==> config.mk <==
export PLATFORM = sky130hd
export DESIGN_NAME = line_rasterizer_with_gradient
export DESIGN_NICKNAME = d
export VERILOG_FILES = /design/src/rtl/core/lrg_pkg.sv /design/src/rtl/core/lrg_queue.sv /design/src/rtl/core/lrg_front.sv /design/src/rtl/core/lrg_back.sv /design/src/rtl/core/line_rasterizer_with_gradient.sv
export SDC_FILE = /design/constraint.sdc
export NUM_CORES = 1
export LEC_CHECK = 0
export ABC_AREA = 1
export BUFFER_PORTS_ARGS = -buffer_cell sky130_fd_sc_hd__buf_2
export CAP_MARGIN = 20
export CORE_MARGIN = 10
export CORE_UTILIZATION = 57
export CTS_CLUSTER_DIAMETER = 120
export DETAILED_ROUTE_END_ITERATION = 8
export PLACE_DENSITY = 0.77
export SYNTH_ARGS = -nofsm -noshare
export SYNTH_HDL_FRONTEND = slang
export SYNTH_HIERARCHICAL = 1
export SYNTH_SLANG_ARGS = --single-unit
==> constraint.sdc <==
create_clock -name clk -period 4.4 [get_ports clk]
set_input_delay 0.22 -clock clk [delete_from_list [all_inputs] [get_ports clk]]
set_output_delay 0.22 -clock clk [all_outputs]
set_load 0.02 [all_outputs]
==> src/rtl/core/lrg_pkg.sv <==
package lrg_pkg;

    // coordinate width default and fixed field widths
    localparam int COORD_WIDTH_DEF = 13;
    localparam int REG_WIDTH       = 13;
    localparam int PIX_WIDTH       = 14;
    localparam int PCT_WIDTH       = 7;
    localparam int CFG_IDX_WIDTH   = 1;

    // output tdata: pixel_x, pixel_y, percent, padded to whole bytes
    localparam int OUT_USED_W   = 2 * PIX_WIDTH + PCT_WIDTH;
    localparam int OUT_TDATA_W  = ((OUT_USED_W + 7) / 8) * 8;
    localparam int OUT_PAD_W    = OUT_TDATA_W - OUT_USED_W;

    // full scale of the progress value
    localparam logic [PCT_WIDTH-1:0] PCT_FULL = 7'd100;

    // entries in the queue between front and back
    localparam int QUEUE_DEPTH = 2;

    // request kinds carried in s_tuser
    localparam logic REQ_LOAD = 1'b0;
    localparam logic REQ_STEP = 1'b1;

    // configuration register indexes
    localparam logic [CFG_IDX_WIDTH-1:0] CFG_H_OFFSET = 1'd0;
    localparam logic [CFG_IDX_WIDTH-1:0] CFG_V_OFFSET = 1'd1;

    // per-pixel control flags passed from front to back
    typedef struct packed {
        logic pix_valid;
        logic zero_q;
        logic inv;
        logic done;
    } lrg_ctrl_t;

endpackage

==> src/rtl/core/lrg_queue.sv <==
module lrg_queue
    import lrg_pkg::*;
#(
    parameter int WIDTH = 8
)
(
    input  logic             clk,
    input  logic             rst_n,
    input  logic             push,
    input  logic [WIDTH-1:0] wr_data,
    input  logic             pop,
    output logic [WIDTH-1:0] rd_data,
    output logic             full,
    output logic             empty
);

    localparam int PTR_W = $clog2(QUEUE_DEPTH);
    localparam int CNT_W = $clog2(QUEUE_DEPTH + 1);

    logic [WIDTH-1:0] mem_reg [QUEUE_DEPTH];
    logic [PTR_W-1:0] wr_ptr_reg;
    logic [PTR_W-1:0] rd_ptr_reg;
    logic [CNT_W-1:0] count_reg;

    assign full    = (count_reg == CNT_W'(QUEUE_DEPTH));
    assign empty   = (count_reg == '0);
    assign rd_data = mem_reg[rd_ptr_reg];

    // entry storage
    always_ff @(posedge clk)
    begin
        if (push)
        begin
            mem_reg[wr_ptr_reg] <= wr_data;
        end
    end

    // pointers and fill count
    always_ff @(posedge clk or negedge rst_n)
    begin
        if (!rst_n)
        begin
            wr_ptr_reg <= '0;
            rd_ptr_reg <= '0;
            count_reg  <= '0;
        end
        else
        begin
            if (push)
            begin
                wr_ptr_reg <= wr_ptr_reg + PTR_W'(1);
            end
            if (pop)
            begin
                rd_ptr_reg <= rd_ptr_reg + PTR_W'(1);
            end
            if (push && !pop)
            begin
                count_reg <= count_reg + CNT_W'(1);
            end
            else if (pop && !push)
            begin
                count_reg <= count_reg - CNT_W'(1);
            end
        end
    end

endmodule

==> src/rtl/core/lrg_front.sv <==
module lrg_front
    import lrg_pkg::*;
#(
    parameter int W = COORD_WIDTH_DEF,
    localparam int DW = W + 3,
    localparam int TW = ((4 * W + 7) / 8) * 8,
    localparam int SW = ((W > REG_WIDTH) ? W : REG_WIDTH) + 1
)
(
    input  logic                     clk,
    input  logic                     rst_n,
    input  logic                     s_tvalid,
    output logic                     s_tready,
    input  logic [TW-1:0]            s_tdata,
    input  logic                     s_tuser,
    input  logic                     cfg_we,
    input  logic [CFG_IDX_WIDTH-1:0] cfg_index,
    input  logic [REG_WIDTH-1:0]     cfg_data,
    input  logic                     q_full,
    output logic                     push,
    output lrg_ctrl_t                ctrl,
    output logic [PIX_WIDTH-1:0]     px,
    output logic [PIX_WIDTH-1:0]     py,
    output logic [W:0]               num_mag,
    output logic [W:0]               den_mag
);

    logic signed [REG_WIDTH-1:0] h_off_reg;
    logic signed [REG_WIDTH-1:0] v_off_reg;

    logic signed [W-1:0]  cur_x_reg, cur_y_reg;
    logic signed [W-1:0]  tgt_x_reg, tgt_y_reg;
    logic signed [W-1:0]  org_x_reg, org_y_reg;
    logic signed [DW-1:0] dec_reg, step_e_reg, step_ne_reg;
    logic                 x_major_reg, x_rising_reg, inv_reg;

    logic accept, is_load, is_step;

    // load decode
    logic signed [W-1:0]  ex, ey, sx, sy;
    logic signed [W-1:0]  tx, ty, ox, oy;
    logic                 ld_inv, ld_rising, ld_major;
    logic signed [W:0]    diff_x, ld_dx, ld_dy;
    logic signed [DW-1:0] dx_e, dy_e, dx2, dy2;
    logic signed [DW-1:0] ld_dec, ld_se, ld_sne;

    // step
    logic                 walk, tail, dec_le0;
    logic signed [W-1:0]  xstep;
    logic signed [W-1:0]  cur_x_next, cur_y_next;
    logic signed [DW-1:0] dec_next;
    logic signed [W:0]    num_s, den_s;
    logic [SW-1:0]        sum_x, sum_y;

    assign s_tready = !q_full;
    assign accept   = s_tvalid && !q_full;
    assign is_load  = accept && (s_tuser == REQ_LOAD);
    assign is_step  = accept && (s_tuser == REQ_STEP);

    // endpoint fields and swap so that y walks upward
    always_comb
    begin
        ex = s_tdata[W-1:0];
        ey = s_tdata[2*W-1:W];
        sx = s_tdata[3*W-1:2*W];
        sy = s_tdata[4*W-1:3*W];
        ld_inv = (ey < sy);
        tx = ld_inv ? sx : ex;
        ty = ld_inv ? sy : ey;
        ox = ld_inv ? ex : sx;
        oy = ld_inv ? ey : sy;
        ld_rising = (tx >= ox);
        diff_x = {tx[W-1], tx} - {ox[W-1], ox};
        ld_dx  = ld_rising ? diff_x : -diff_x;
        ld_dy  = {ty[W-1], ty} - {oy[W-1], oy};
        ld_major = (ld_dx >= ld_dy);
        dx_e = {{2{ld_dx[W]}}, ld_dx};
        dy_e = {{2{ld_dy[W]}}, ld_dy};
        dx2  = {dx_e[DW-2:0], 1'b0};
        dy2  = {dy_e[DW-2:0], 1'b0};
        if (ld_major)
        begin
            ld_dec = dy2 - dx_e;
            ld_se  = dy2;
            ld_sne = dy2 - dx2;
        end
        else
        begin
            ld_dec = dx2 - dy_e;
            ld_se  = dx2;
            ld_sne = dx2 - dy2;
        end
    end

    // one walk or tail step
    always_comb
    begin
        walk    = (cur_x_reg != tgt_x_reg);
        tail    = !walk && (cur_y_reg != tgt_y_reg);
        dec_le0 = dec_reg[DW-1] || (dec_reg == '0);
        xstep   = x_rising_reg ? W'(1) : '1;
        cur_x_next = cur_x_reg;
        cur_y_next = cur_y_reg;
        dec_next   = dec_reg;
        num_s      = {cur_y_reg[W-1], cur_y_reg} - {tgt_y_reg[W-1], tgt_y_reg};
        den_s      = {org_y_reg[W-1], org_y_reg} - {tgt_y_reg[W-1], tgt_y_reg};
        if (walk)
        begin
            if (dec_le0)
            begin
                dec_next = dec_reg + step_e_reg;
                if (x_major_reg)
                begin
                    cur_x_next = cur_x_reg + xstep;
                end
                else
                begin
                    cur_y_next = cur_y_reg + W'(1);
                end
            end
            else
            begin
                dec_next   = dec_reg + step_ne_reg;
                cur_x_next = cur_x_reg + xstep;
                cur_y_next = cur_y_reg + W'(1);
            end
            num_s = {cur_x_next[W-1], cur_x_next} - {tgt_x_reg[W-1], tgt_x_reg};
            den_s = {org_x_reg[W-1], org_x_reg} - {tgt_x_reg[W-1], tgt_x_reg};
        end
        else if (tail)
        begin
            cur_y_next = cur_y_reg + W'(1);
        end
    end

    // pixel with offsets added, progress operands as magnitudes
    always_comb
    begin
        sum_x = {{(SW-W){cur_x_next[W-1]}}, cur_x_next}
              + {{(SW-REG_WIDTH){h_off_reg[REG_WIDTH-1]}}, h_off_reg};
        sum_y = {{(SW-W){cur_y_next[W-1]}}, cur_y_next}
              + {{(SW-REG_WIDTH){v_off_reg[REG_WIDTH-1]}}, v_off_reg};
        push           = is_step;
        ctrl.pix_valid = walk || tail;
        ctrl.zero_q    = (den_s == '0) || (num_s == '0) || (num_s[W] != den_s[W]);
        ctrl.inv       = inv_reg;
        ctrl.done      = (cur_x_next == tgt_x_reg) && (cur_y_next == tgt_y_reg);
        num_mag        = num_s[W] ? -num_s : num_s;
        den_mag        = den_s[W] ? -den_s : den_s;
        if (walk || tail)
        begin
            px = sum_x[PIX_WIDTH-1:0];
            py = sum_y[PIX_WIDTH-1:0];
        end
        else
        begin
            px = '0;
            py = '0;
        end
    end

    // configuration registers
    always_ff @(posedge clk or negedge rst_n)
    begin
        if (!rst_n)
        begin
            h_off_reg <= '0;
            v_off_reg <= '0;
        end
        else if (cfg_we)
        begin
            case (cfg_index)
                CFG_H_OFFSET: h_off_reg <= cfg_data;
                CFG_V_OFFSET: v_off_reg <= cfg_data;
                default:      h_off_reg <= h_off_reg;
            endcase
        end
    end

    // walk state
    always_ff @(posedge clk or negedge rst_n)
    begin
        if (!rst_n)
        begin
            cur_x_reg    <= '0;
            cur_y_reg    <= '0;
            tgt_x_reg    <= '0;
            tgt_y_reg    <= '0;
            org_x_reg    <= '0;
            org_y_reg    <= '0;
            dec_reg      <= '0;
            step_e_reg   <= '0;
            step_ne_reg  <= '0;
            x_major_reg  <= 1'b0;
            x_rising_reg <= 1'b0;
            inv_reg      <= 1'b0;
        end
        else if (is_load)
        begin
            cur_x_reg    <= ox;
            cur_y_reg    <= oy;
            tgt_x_reg    <= tx;
            tgt_y_reg    <= ty;
            org_x_reg    <= ox;
            org_y_reg    <= oy;
            dec_reg      <= ld_dec;
            step_e_reg   <= ld_se;
            step_ne_reg  <= ld_sne;
            x_major_reg  <= ld_major;
            x_rising_reg <= ld_rising;
            inv_reg      <= ld_inv;
        end
        else if (is_step)
        begin
            cur_x_reg <= cur_x_next;
            cur_y_reg <= cur_y_next;
            dec_reg   <= dec_next;
        end
    end

endmodule

==> src/rtl/core/lrg_back.sv <==
module lrg_back
    import lrg_pkg::*;
#(
    parameter int W = COORD_WIDTH_DEF
)
(
    input  logic                   clk,
    input  logic                   rst_n,
    input  logic                   q_empty,
    input  lrg_ctrl_t              q_ctrl,
    input  logic [PIX_WIDTH-1:0]   q_px,
    input  logic [PIX_WIDTH-1:0]   q_py,
    input  logic [W:0]             q_num_mag,
    input  logic [W:0]             q_den_mag,
    output logic                   pop,
    output logic                   m_tvalid,
    input  logic                   m_tready,
    output logic [OUT_TDATA_W-1:0] m_tdata,
    output logic                   m_tuser,
    output logic                   m_tlast
);

    // dividend width: magnitude times 100
    localparam int NW = W + 7;
    localparam int CW = $clog2(NW + 1);

    typedef enum logic [1:0] {ST_IDLE, ST_DIV, ST_FIN} state_t;

    state_t               state_reg, state_next;
    lrg_ctrl_t            ctrl_reg, ctrl_next;
    logic [PIX_WIDTH-1:0] px_reg, px_next, py_reg, py_next;
    logic [W:0]           den_reg, den_next;
    logic [W:0]           rem_reg, rem_next;
    logic [NW-1:0]        dvd_reg, dvd_next;
    logic [CW-1:0]        cnt_reg, cnt_next;
    logic                 ov_reg, ov_next;
    logic [PIX_WIDTH-1:0] opx_reg, opx_next, opy_reg, opy_next;
    logic [PCT_WIDTH-1:0] pct_reg, pct_next;
    logic                 opv_reg, opv_next, odone_reg, odone_next;

    logic [W+1:0]         trial;
    logic                 ge;
    logic [W+1:0]         trial_sub;
    logic [PCT_WIDTH-1:0] q_clamp, pct_val;

    // one restoring division step and percent finish
    always_comb
    begin
        trial     = {rem_reg, dvd_reg[NW-1]};
        ge        = (trial >= {1'b0, den_reg});
        trial_sub = trial - {1'b0, den_reg};
        if (ctrl_reg.zero_q)
        begin
            q_clamp = '0;
        end
        else if (dvd_reg > NW'(PCT_FULL))
        begin
            q_clamp = PCT_FULL;
        end
        else
        begin
            q_clamp = dvd_reg[PCT_WIDTH-1:0];
        end
        if (!ctrl_reg.pix_valid)
        begin
            pct_val = '0;
        end
        else if (ctrl_reg.inv)
        begin
            pct_val = PCT_FULL - q_clamp;
        end
        else
        begin
            pct_val = q_clamp;
        end
    end

    // sequencer next state
    always_comb
    begin
        state_next = state_reg;
        ctrl_next  = ctrl_reg;
        px_next    = px_reg;
        py_next    = py_reg;
        den_next   = den_reg;
        rem_next   = rem_reg;
        dvd_next   = dvd_reg;
        cnt_next   = cnt_reg;
        ov_next    = ov_reg && !m_tready;
        opx_next   = opx_reg;
        opy_next   = opy_reg;
        pct_next   = pct_reg;
        opv_next   = opv_reg;
        odone_next = odone_reg;
        pop        = 1'b0;
        case (state_reg)
            ST_IDLE:
            begin
                if (!q_empty)
                begin
                    pop        = 1'b1;
                    ctrl_next  = q_ctrl;
                    px_next    = q_px;
                    py_next    = q_py;
                    den_next   = q_den_mag;
                    rem_next   = '0;
                    dvd_next   = NW'(q_num_mag) * NW'(PCT_FULL);
                    cnt_next   = CW'(NW);
                    state_next = ST_DIV;
                end
            end
            ST_DIV:
            begin
                rem_next = ge ? trial_sub[W:0] : trial[W:0];
                dvd_next = {dvd_reg[NW-2:0], ge};
                cnt_next = cnt_reg - CW'(1);
                if (cnt_reg == CW'(1))
                begin
                    state_next = ST_FIN;
                end
            end
            ST_FIN:
            begin
                if (!ov_reg || m_tready)
                begin
                    ov_next    = 1'b1;
                    opx_next   = px_reg;
                    opy_next   = py_reg;
                    pct_next   = pct_val;
                    opv_next   = ctrl_reg.pix_valid;
                    odone_next = ctrl_reg.done;
                    state_next = ST_IDLE;
                end
            end
            default:
            begin
                state_next = ST_IDLE;
            end
        endcase
    end

    // state and output register
    always_ff @(posedge clk or negedge rst_n)
    begin
        if (!rst_n)
        begin
            state_reg <= ST_IDLE;
            ctrl_reg  <= '0;
            px_reg    <= '0;
            py_reg    <= '0;
            den_reg   <= '0;
            rem_reg   <= '0;
            dvd_reg   <= '0;
            cnt_reg   <= '0;
            ov_reg    <= 1'b0;
            opx_reg   <= '0;
            opy_reg   <= '0;
            pct_reg   <= '0;
            opv_reg   <= 1'b0;
            odone_reg <= 1'b0;
        end
        else
        begin
            state_reg <= state_next;
            ctrl_reg  <= ctrl_next;
            px_reg    <= px_next;
            py_reg    <= py_next;
            den_reg   <= den_next;
            rem_reg   <= rem_next;
            dvd_reg   <= dvd_next;
            cnt_reg   <= cnt_next;
            ov_reg    <= ov_next;
            opx_reg   <= opx_next;
            opy_reg   <= opy_next;
            pct_reg   <= pct_next;
            opv_reg   <= opv_next;
            odone_reg <= odone_next;
        end
    end

    assign m_tvalid = ov_reg;
    assign m_tdata  = {{OUT_PAD_W{1'b0}}, pct_reg, opy_reg, opx_reg};
    assign m_tuser  = opv_reg;
    assign m_tlast  = odone_reg;

endmodule

==> src/rtl/core/line_rasterizer_with_gradient.sv <==
// Line rasterizer with progress gradient.
// Input stream (s_*): s_tuser selects the request, 0 loads a line from the
// four endpoint coordinates in s_tdata, 1 asks for the next pixel. A load
// produces no output; each pixel request produces exactly one transaction.
// Output stream (m_*): pixel x and y with the offsets added, a 0..100
// progress value, m_tuser set when a pixel is carried, m_tlast set when the
// line has no pixel left. A request after the end gives an empty, last beat.
// Configuration: cfg_we writes cfg_data to register cfg_index (0 h_offset,
// 1 v_offset); write only while the block is idle.
// Flow: a load and a walk step each update the walk registers on acceptance,
// and the step's pixel enters a two-entry queue. The percent divider is a
// restoring divider at one quotient bit per cycle over COORD_WIDTH + 7 bits;
// the back divides one queued pixel at a time and takes the next only once
// the previous beat is in the output register, while the front accepts
// requests as long as the queue has room.
// Reset clears the walk state and offsets to zero; a pixel request right
// after reset returns the empty, last beat. When m_tready is low the output
// beat holds, the divider waits, the queue fills and s_tready drops.
module line_rasterizer_with_gradient
    import lrg_pkg::*;
#(
    parameter int COORD_WIDTH = COORD_WIDTH_DEF,
    localparam int IN_TDATA_W = ((4 * COORD_WIDTH + 7) / 8) * 8
)
(
    input  logic                     clk,
    input  logic                     rst_n,
    input  logic                     s_tvalid,
    output logic                     s_tready,
    // end_x, end_y, start_x, start_y, zero pad
    input  logic [IN_TDATA_W-1:0]    s_tdata,
    // req_type
    input  logic                     s_tuser,
    output logic                     m_tvalid,
    input  logic                     m_tready,
    // pixel_x, pixel_y, percent, zero pad
    output logic [OUT_TDATA_W-1:0]   m_tdata,
    // pixel_valid
    output logic                     m_tuser,
    // line_done
    output logic                     m_tlast,
    input  logic                     cfg_we,
    input  logic [CFG_IDX_WIDTH-1:0] cfg_index,
    input  logic [REG_WIDTH-1:0]     cfg_data
);

    localparam int W  = COORD_WIDTH;
    localparam int QW = $bits(lrg_ctrl_t) + 2 * PIX_WIDTH + 2 * (W + 1);

    logic                 push, pop, q_full, q_empty;
    lrg_ctrl_t            f_ctrl, q_ctrl;
    logic [PIX_WIDTH-1:0] f_px, f_py, q_px, q_py;
    logic [W:0]           f_num, f_den, q_num, q_den;
    logic [QW-1:0]        q_wr, q_rd;

    // front: accepts requests, walks the line
    lrg_front #(.W(W)) u_front (
        .clk       (clk),
        .rst_n     (rst_n),
        .s_tvalid  (s_tvalid),
        .s_tready  (s_tready),
        .s_tdata   (s_tdata),
        .s_tuser   (s_tuser),
        .cfg_we    (cfg_we),
        .cfg_index (cfg_index),
        .cfg_data  (cfg_data),
        .q_full    (q_full),
        .push      (push),
        .ctrl      (f_ctrl),
        .px        (f_px),
        .py        (f_py),
        .num_mag   (f_num),
        .den_mag   (f_den)
    );

    // queue between walk and divider
    assign q_wr = {f_ctrl, f_px, f_py, f_num, f_den};
    assign {q_ctrl, q_px, q_py, q_num, q_den} = q_rd;

    lrg_queue #(.WIDTH(QW)) u_queue (
        .clk     (clk),
        .rst_n   (rst_n),
        .push    (push),
        .wr_data (q_wr),
        .pop     (pop),
        .rd_data (q_rd),
        .full    (q_full),
        .empty   (q_empty)
    );

    // back: percent division and output register
    lrg_back #(.W(W)) u_back (
        .clk       (clk),
        .rst_n     (rst_n),
        .q_empty   (q_empty),
        .q_ctrl    (q_ctrl),
        .q_px      (q_px),
        .q_py      (q_py),
        .q_num_mag (q_num),
        .q_den_mag (q_den),
        .pop       (pop),
        .m_tvalid  (m_tvalid),
        .m_tready  (m_tready),
        .m_tdata   (m_tdata),
        .m_tuser   (m_tuser),
        .m_tlast   (m_tlast)
    );

`ifndef ASSERT_OFF
    // an empty beat always closes the line with zero progress
    a_empty_beat: assert property (@(posedge clk) disable iff (!rst_n)
        m_tvalid && !m_tuser |->
            m_tlast && (m_tdata[2*PIX_WIDTH +: PCT_WIDTH] == '0))
        else $error("empty beat without line_done or with nonzero percent");

    // progress never exceeds full scale
    a_pct_range: assert property (@(posedge clk) disable iff (!rst_n)
        m_tvalid |-> (m_tdata[2*PIX_WIDTH +: PCT_WIDTH] <= PCT_FULL))
        else $error("percent above full scale");

    // queue status is consistent and full stops input
    a_queue_flags: assert property (@(posedge clk) disable iff (!rst_n)
        q_full |-> !q_empty && !s_tready)
        else $error("queue flags inconsistent with s_tready");

    // the divider only takes entries that exist
    a_pop_nonempty: assert property (@(posedge clk) disable iff (!rst_n)
        pop |-> !q_empty)
        else $error("pop from empty queue");
`endif

endmodule

======== Word level (Yosys, flattened, before mapping) ========
Memory sizes are Yosys's and may differ from the RTL's.
Index checks and enable logic that the tools add are counted.
word-level totals
  bits in registers ....................... 284
  RAM bits ................................ 120
  input port bits ......................... 76
  output and inout port bits .............. 44
  word-level logic and storage cells ...... 171
  memories kept ........................... 1
memory list
  memory           depth  bits a word  rd ports  clocked after Yosys merged registers in  wr ports  line             text
  u_queue.mem_reg  2      60           1         0                                        1         lrg_queue.sv:20  logic [WIDTH-1:0] mem_reg [QUEUE_DEPTH];
operators by class
  add/sub/neg operators ................... 26
  multiply operators ...................... 1
  $lt $le $gt $ge ......................... 5
  equal/unequal tests ..................... 12
  muxes and demuxes ....................... 54
  bitwise logic cells ..................... 3
  reductions and logical operators ........ 35
operator list
  operator                                                        number
  2-to-1 mux 13 bit                                               17
  2-to-1 mux 14 bit                                               9
  2-to-1 mux 16 bit                                               7
  subtractor 13 x 13 -> 14 bit                                    6
  negation 14 bit                                                 3
  case mux 20 bit (2 select lines)                                1
  adder 16 bit                                                    2
  subtractor 15 x 14 -> 16 bit                                    2
  subtractor 15 x 15 -> 16 bit                                    2
  adder 13 x 13 -> 14 bit                                         2
  zero test 14 bit                                                2
  2-to-1 mux 7 bit                                                4
  case mux 14 bit (2 select lines)                                1
  equality test 13 bit                                            2
  inequality test 13 bit                                          2
  greater-than comparator 20 x 7 -> 1 bit, second input constant  1
  2-to-1 mux 20 bit                                               1
  multiplier 14 x 5 -> 18 bit, second input constant              1
  zero test 16 bit                                                1
  greater-or-equal comparator 15 x 14 -> 1 bit                    1
  greater-or-equal comparator 14 bit                              1
  subtractor 14 bit                                               1
  adder 13 bit                                                    1
  adder 13 x 2 -> 13 bit, second input constant                   1
  26 further kinds                                                65

======== Logic depth before layout (Yosys ltp) ========
Gate-level depths: netlist of the first run.
  depth in word-level cells ............... 10
  mapped depth ............................ 48
  gate-level depth less buffers ........... 46

======== By module ========
Netlist of the first run, hierarchy kept.
modules (own cells, without submodules)
  module     instances  cells an instance  area an instance (µm²)  seq. area each (µm²)
  lrg_front  1          2573               17142.7                 3803.6
  lrg_back   1          861                7185.6                  3128.0
  lrg_queue  1          212                4838.4                  3703.6

======== Worst setup path before layout of the first run ========
Ideal clock, no wire load.
  path type ............................... input to register
  start ................................... input s_tdata[51]
  end ..................................... register u_front.step_e_reg[4]
  setup time .............................. 0.090 ns
  data arrival time ....................... 5.792 ns
  data required time ...................... 4.310 ns
  setup slack ............................. -1.482 ns
  cell stages on the path ................. 39
  path buffers ............................ 5
  cell sequence ........................... inv_1 -> ha_1 -> nand2_2 -> inv_1 -> nand2_1 -> nand2_1 -> a21oi_2 -> nand2_4 -> nand2_4 -> nand2_8 -> buf_8 -> nand2_2 -> nand2_2 -> nand2_2 -> ha_1 -> inv_1 -> nand2_1 -> nand2_1 -> [3 not listed] -> nand2_1 -> nand4_1 -> nand2_2 -> buf_2 -> o21ai_0 -> inv_1 -> fa_1 -> o21ai_0 -> a221o_1 -> nand3_1 -> nand2_1 -> xor2_1 -> nand2_1 -> clkbuf_1 -> buf_1 -> nand2_1 -> clkbuf_1 -> o221ai_1
on the way
  word-level cells in the longest chain between the ends .. 7
  elaborated cells on any way between the ends .. 12
  classes of those cells .................. 3 x add/sub; 3 x order compare; 6 x mux
ends and longest elaborated chain
  what                                         line                                 text
  start, declared                              line_rasterizer_with_gradient.sv:31  input logic [IN_TDATA_W-1:0] s_tdata,
  less-than comparator 13 bit                  lrg_front.sv:67                      ld_inv = (ey < sy);
  2-to-1 mux 13 bit, on equally long branches  lrg_front.sv:68, lrg_front.sv:70
  subtractor 13 x 13 -> 14 bit                 lrg_front.sv:73                      diff_x = {tx[W-1], tx} - {ox[W-1], ox};
  negation 14 bit                              lrg_front.sv:74                      ld_dx = ld_rising ? diff_x : -diff_x;
  2-to-1 mux 14 bit                            lrg_front.sv:74
  greater-or-equal comparator 14 bit           lrg_front.sv:76                      ld_major = (ld_dx >= ld_dy);
  2-to-1 mux 16 bit (*)                        lrg_front.sv:81                      if (ld_major)
  end signal, assigned                         lrg_front.sv:207                     step_e_reg <= ld_se;
  end, declared                                lrg_front.sv:34                      logic signed [DW-1:0] dec_reg, step_e_reg, step_ne_reg;
Mark *: on every way between the ends. The rest lies on a longest branch, timed or not.
A chain may end at the register's enable or synchronous reset.

==> metrics.cfg, run 1 <==
[cells_and_area]
layout-area-overhead-vs-synth_pct = 35.9
diodes = 0
final_area_sq_um = 39600
regArea_sq_um = 10600
nFillCells = 3004
multi_input_area_sq_um = 18200
drive_above_1_share_pct = 32.6
final_nets = 4732
largest_reg_flops = 120

[route]
detail_route.wl_per_cell_um = 20.3
routed_wl_mm = 104
antenna_left = 0
firstDrtPassIters = 6
vias_per_cell = 5.91
drt_iter0_markers = 3382
drc = 0
vias = 30200

[timing]
rsz0062_at_grt = yes
setup_viol = 99
fin_tns_setup_ns = -31.68
finalClockSkew_ns = 0.0310
relSlewSlack_pct = 36.5
setup_slack_ns = -0.620
hold_viol_final = 0
fin_crit_sh_pct = 114
worstMarginPinSlew_ns = 0.943
final_max_slew_viol_count = 0
hold_ws_ns = 0.108
period_minus_slack_ns = 5.02
fmax_mhz = 199

[synth]
synth_area_sq_um = 29200
synth_area_leaders = dfrtp_1, edfxtp_1, nand2_1
syn_avg_cell_area_sq_um = 8.00
yosysUniqueCellTypes = 70
ys.warnings.count = 6
ys.flop_type = dfrtp_1
synth_top_area_cell = dfrtp_1
synth.ff_latch_count = 401
synth_top_area_share_pct = 24.1
syn_inst = 3646
synth-seq-area-share_pct = 36.5
synth_edf_count = 120
synthArstFlopShare_pct = 70.1

[global_routing]
antenna_found_initial = 1
grt_pass1_wl_mm = 148
grt_max_degree = 101
grt_util_all_layers_pct = 30.3
grt-ovfl-total = 0
grt_pass1_vias = 28500

[place]
place_ws_ns = -1.08
io_buffers = 110
hpwl_mm = 66.5
placed_cell_area_sq_um = 34600
gp_congestion = 0.991

[clock_tree]
clkSlewWorstSetupHoldPaths_ns = 0.07
cts_sinks = 401
cts_tree = built
cts-htree-levels = 2
clockRootBuffer = clkbuf_16
clockBufferDepth = 3
clkLatencyLatePin_ns = 0.62
cts_buffers = 43

[critical_path]
arrival_ns = 5.45
critPathMaxStageDelay_ns = 0.41
rr_worst_depth = 35
worst_path_max_delay_cell = dfrtp_1
worstPathMaxFanout = 5
cp_data_required_time_ns = 4.83
startpoint_type = flip-flop
crit_path_end_kind = flip-flop
critPathKind = reg2reg

[die]
die_area_sq_um = 60600
fp.dieH_um = 246
die_x_um = 246
ioPinCount = 120
placementRows = 82
initial_core_util_pct = 57.9
core_sq_um = 50400

[run]
maxCapViolations = 0

[hold_path]
hold_depth = 6
hp-class = in2reg

[outcome]
status = finished with violations
violations = setup timing

==> per-stage QoR <==
| stage | instances | util, % |
|---|---|---|
| floorplan | 3650 | - |
| CTS | 5048 | 75.6 |
| global placement | 4884 | 68.7 |
| finish | 5107 | 78.7 |
| detailed placement | 4884 | 68.7 |
| global route | 5107 | 78.7 |
==> cells in the final DEF (no fill, tap or decap), types with 22 or more instances in the layout <==
master and n:
nor3_1 32, buf_6 53, nand3_2 23, ha_1 195, nand2_4 33, edfxtp_1 120, o21ai_2 34, o21ai_0 258
nor2_4 22, nand2_1 760, nand2_2 78, nor2_2 30, nand3_1 107, buf_2 97, or2_2 24, nand3b_1 23
nor2_1 177, xnor2_1 41, inv_1 474, inv_2 57, ha_4 37, xor2_1 111, a21oi_2 58, mux2_4 59
o21bai_1 23, buf_4 621, o21ai_1 75, clkbuf_16 45, a21oi_1 139, dfrtp_1 279
==> layer usage <==
layer	track usage [%]	vias to the layer above	share of wire (%)	routed length [um]
met1	36.8	14100	36	37200
met5	0	-	0.0087	9
met3	5.69	652	10	10500
met2	50.8	1966	46	48000
li1	-	13500	-	-
met4	14.6	2	7.7	8010
==> cell families after synthesis <==
kind of cell | count (synthesis) | share of synthesized area (%)
buf+inv | 645 | 9.08
fa+ha+maj | 256 | 11.5
compound gates | 729 | 14.1
xor+xnor | 177 | 5.43
mux | 70 | 3.43
simple gates | 1367 | 20.0
flops | 401 | 36.5
other cells | 1 | 0.0129
==> timing repair <==
item / 4_1_cts / 5_1_grt
hold endpoints to repair: 126 / 0
cloned: 3 / 1
gates resized for setup: 310 / 286
hold buffers: 15 / 0
pin swaps: 158 / 180
setup endpoints to repair: 94 / 121
buffers inserted: 69 / 71
==> layout make-up <==
class	count	share of cell area, %
Tap cell	672	2.12
Timing Repair Buffer	806	15.8
Multi-Input combinational cell	2604	46.0
Clock inverter	19	0.745
Clock buffer	61	3.19
Timing Repair inverter	1	0.0284
Sequential cell	401	26.8
Inverter	543	5.27
==> final timing paths <==
kind	from	slack [ns]	end
max	u_front/cur_x_reg[0]$_DFFE_PN0P_	-0.62	u_queue/mem_reg[0][41]$_DFFE_PP_
min	s_tdata[17]	0.11	u_front/org_y_reg[4]$_DFFE_PN0P_
max reg2reg	u_front/cur_x_reg[0]$_DFFE_PN0P_	-0.62	u_queue/mem_reg[0][41]$_DFFE_PP_
min reg2reg	u_back/opx_reg[11]$_DFFE_PN0P_	0.47	u_back/opx_reg[11]$_DFFE_PN0P_
max in group asynchronous	rst_n	3.09	u_front/step_ne_reg[13]$_DFFE_PN0P_
min in group asynchronous	rst_n	0.25	u_back/py_reg[0]$_DFFE_PN0P_
==> critical path, delay by kind of cell, from the launching register on <==
family	cells	cell delay [ns]
DFF	1	0.41
buffers and inverters	8	0.83
AOI/OAI and AO/OA	5	0.78
and+or+nand+nor	19	2.09
xor gates and xnor gates	2	0.45
adders and majority gates	1	0.25
==> Yosys cell counts, drive strengths merged (58+ instances only) <==
| library cell | count |
|---|---|
| mux2 | 63 |
| a21oi | 204 |
| nor2 | 229 |
| nand2 | 875 |
| inv | 540 |
| xor2 | 131 |
| edfxtp | 120 |
| clkbuf | 58 |
| dfrtp | 281 |
| o21ai | 376 |
| ha | 234 |
| nand3 | 135 |
Power of run 1 is left out: the tool's default activity adds up to more than one toggle a clock period on the data nets, which glitch-free logic cannot reach.
==> run 2, diff against run 1 <==
TNS_END_PERCENT = 1   (was unset)
==> metrics.cfg, run 2 (synthesized netlist as in run 1, its figures left out) <==
[critical_path]
cp_data_required_time_ns = 4.83
worst_path_max_delay_cell = dfrtp_1
crit_path_end_kind = flip-flop
critPathKind = reg2reg
regToRegSetupSlack_ns = -0.38
critPathMaxStageDelay_ns = 0.40
cpMostUsedCell = nor2_1
arrival_ns = 5.22
startpoint_type = flip-flop
worstPathMaxFanout = 4

[die]
placementRows = 82
fp.dieH_um = 246
initial_core_util_pct = 57.9
core_sq_um = 50400
die_area_sq_um = 60600
die_x_um = 246
ioPinCount = 120

[timing]
fmax_mhz = 209
final_max_slew_viol_count = 0
worstMarginPinSlew_ns = 1.11
period_minus_slack_ns = 4.78
hold_viol_final = 0
finalClockSkew_ns = 0.0288
relSlewSlack_pct = 25.1
rsz0062_at_grt = yes
setup_viol = 91
setup_slack_ns = -0.382
fin_crit_sh_pct = 109

[global_routing]
grt_pass1_wl_mm = 138
antenna_found_initial = 0
grt-ovfl-total = 0
grt_util_all_layers_pct = 28.2
grt_max_degree = 96
grt_pass1_vias = 26600

[clock_tree]
cts_sinks = 401
clkLatencyLatePin_ns = 0.60
clockBufferDepth = 3
cts_tree = built
clockRootBuffer = clkbuf_16
clkSlewWorstSetupHoldPaths_ns = 0.06
cts_buffers = 43
cts-htree-levels = 2

[cells_and_area]
largest_reg_flops = 120
diodes = 0
nFillCells = 3400
drive_above_1_share_pct = 27.6
layout-area-overhead-vs-synth_pct = 30.0
final_nets = 4654
final_cell_mix = nand2_1, buf_4, inv_1
mostFrequentLayoutCell = nand2_1

[run]
maxCapViolations = 0

[route]
drc = 0
detail_route.wl_per_cell_um = 17.6
firstDrtPassIters = 8
routed_wl_mm = 88.7
drt_iter0_markers = 2789
antenna_left = 0
vias = 27800
vias_per_cell = 5.52

[outcome]
violations = setup timing
status = finished with violations

[place]
gp_congestion = 0.999
place_ws_ns = -1.08
hpwl_mm = 65.9
io_buffers = 110

[hold_path]
hp-class = in2reg

-- run 2: changes by cell type in the layout (fill, tap and decap cells not counted), sizes merged --
| cell | before | now |
|---|---|---|
| clkinvlp | 1 | 0 |
| nand2 | 875 | 876 |
| buf | 790 | 712 |
| bufinv | 5 | 4 |
| clkinv | 14 | 21 |
| inv | 543 | 541 |
| clkbuf | 62 | 57 |
-- run 2: cell type report --
cell class / instances / area [sq um] / share of cell area, %
clock buffer: 56 / 1140 / 3.02
tap: 672 / 841 / 2.22
sequential: 401 / 10600 / 28.1
timing repair buffer: 728 / 5570 / 14.7
multi-input combinational: 2605 / 17400 / 45.8
clock inverter: 23 / 278 / 0.732
inverter: 543 / 2070 / 5.46
-- run 2: repair_timing --
item,CTS,global route
endpoints found under the hold margin,96,0
buffers inserted,38,13
hold buffers,15,0
endpoints found under the setup margin,89,99
pin swaps,92,98
resized for setup,158,173
cloned,1,1
-- run 2: worst paths after layout --
| kind | from | to | cells past startpoint |
|---|---|---|---|
| max in group asynchronous | rst_n | u_front/org_x_reg[4]$_DFFE_PN0P_ | 3 |
| min | s_tuser | u_front/cur_x_reg[8]$_DFFE_PN0P_ | 3 |
| min reg2reg | u_back/opx_reg[6]$_DFFE_PN0P_ | u_back/opx_reg[6]$_DFFE_PN0P_ | 2 |
| max reg2reg | u_front/cur_x_reg[0]$_DFFE_PN0P_ | u_queue/mem_reg[1][41]$_DFFE_PP_ | 32 |
| max | u_front/cur_x_reg[0]$_DFFE_PN0P_ | u_queue/mem_reg[1][41]$_DFFE_PP_ | 32 |
| min in group asynchronous | rst_n | u_back/py_reg[2]$_DFFE_PN0P_ | 2 |
-- run 2: per-stage QoR --
step	setup TNS (ns)	area, sq um	util (%)	hold slack, ns	cells
6_report	-20.46	37900	75.3	0.102	5028
5_1_grt	-45.97	37900	75.3	0.0956	5028
4_1_cts	-5.82	37100	73.6	0.0514	5014
3_5_place_dp	-53.79	34600	68.7	0.217	4882
3_3_place_gp	-44.83	34600	68.7	0.225	4882
2_1_floorplan	-23.06	29600	-	-0.0756	3650
-- run 2: layer usage --
metal	GRT usage [%]	part of all wire (%)	vias to the layer above
met2	47.4	47	1191
met4	9.95	3.9	0
met3	4.85	8.1	205
li1	-	-	13300
met1	36.1	41	13000
met5	0	0	-
-- run 2: critical path: cells and delay by family, from the launching register on --
family                   cells  cell delay [ns]
AO/OA/AOI/OAI                5             0.81
XOR/XNOR                     2             0.44
adder cells (fa/ha/maj)      1             0.26
buffers and inverters        3             0.30
flip-flops                   1             0.40
AND/OR/NAND/NOR             21             2.39
Power of run 2 is left out for the same reason.
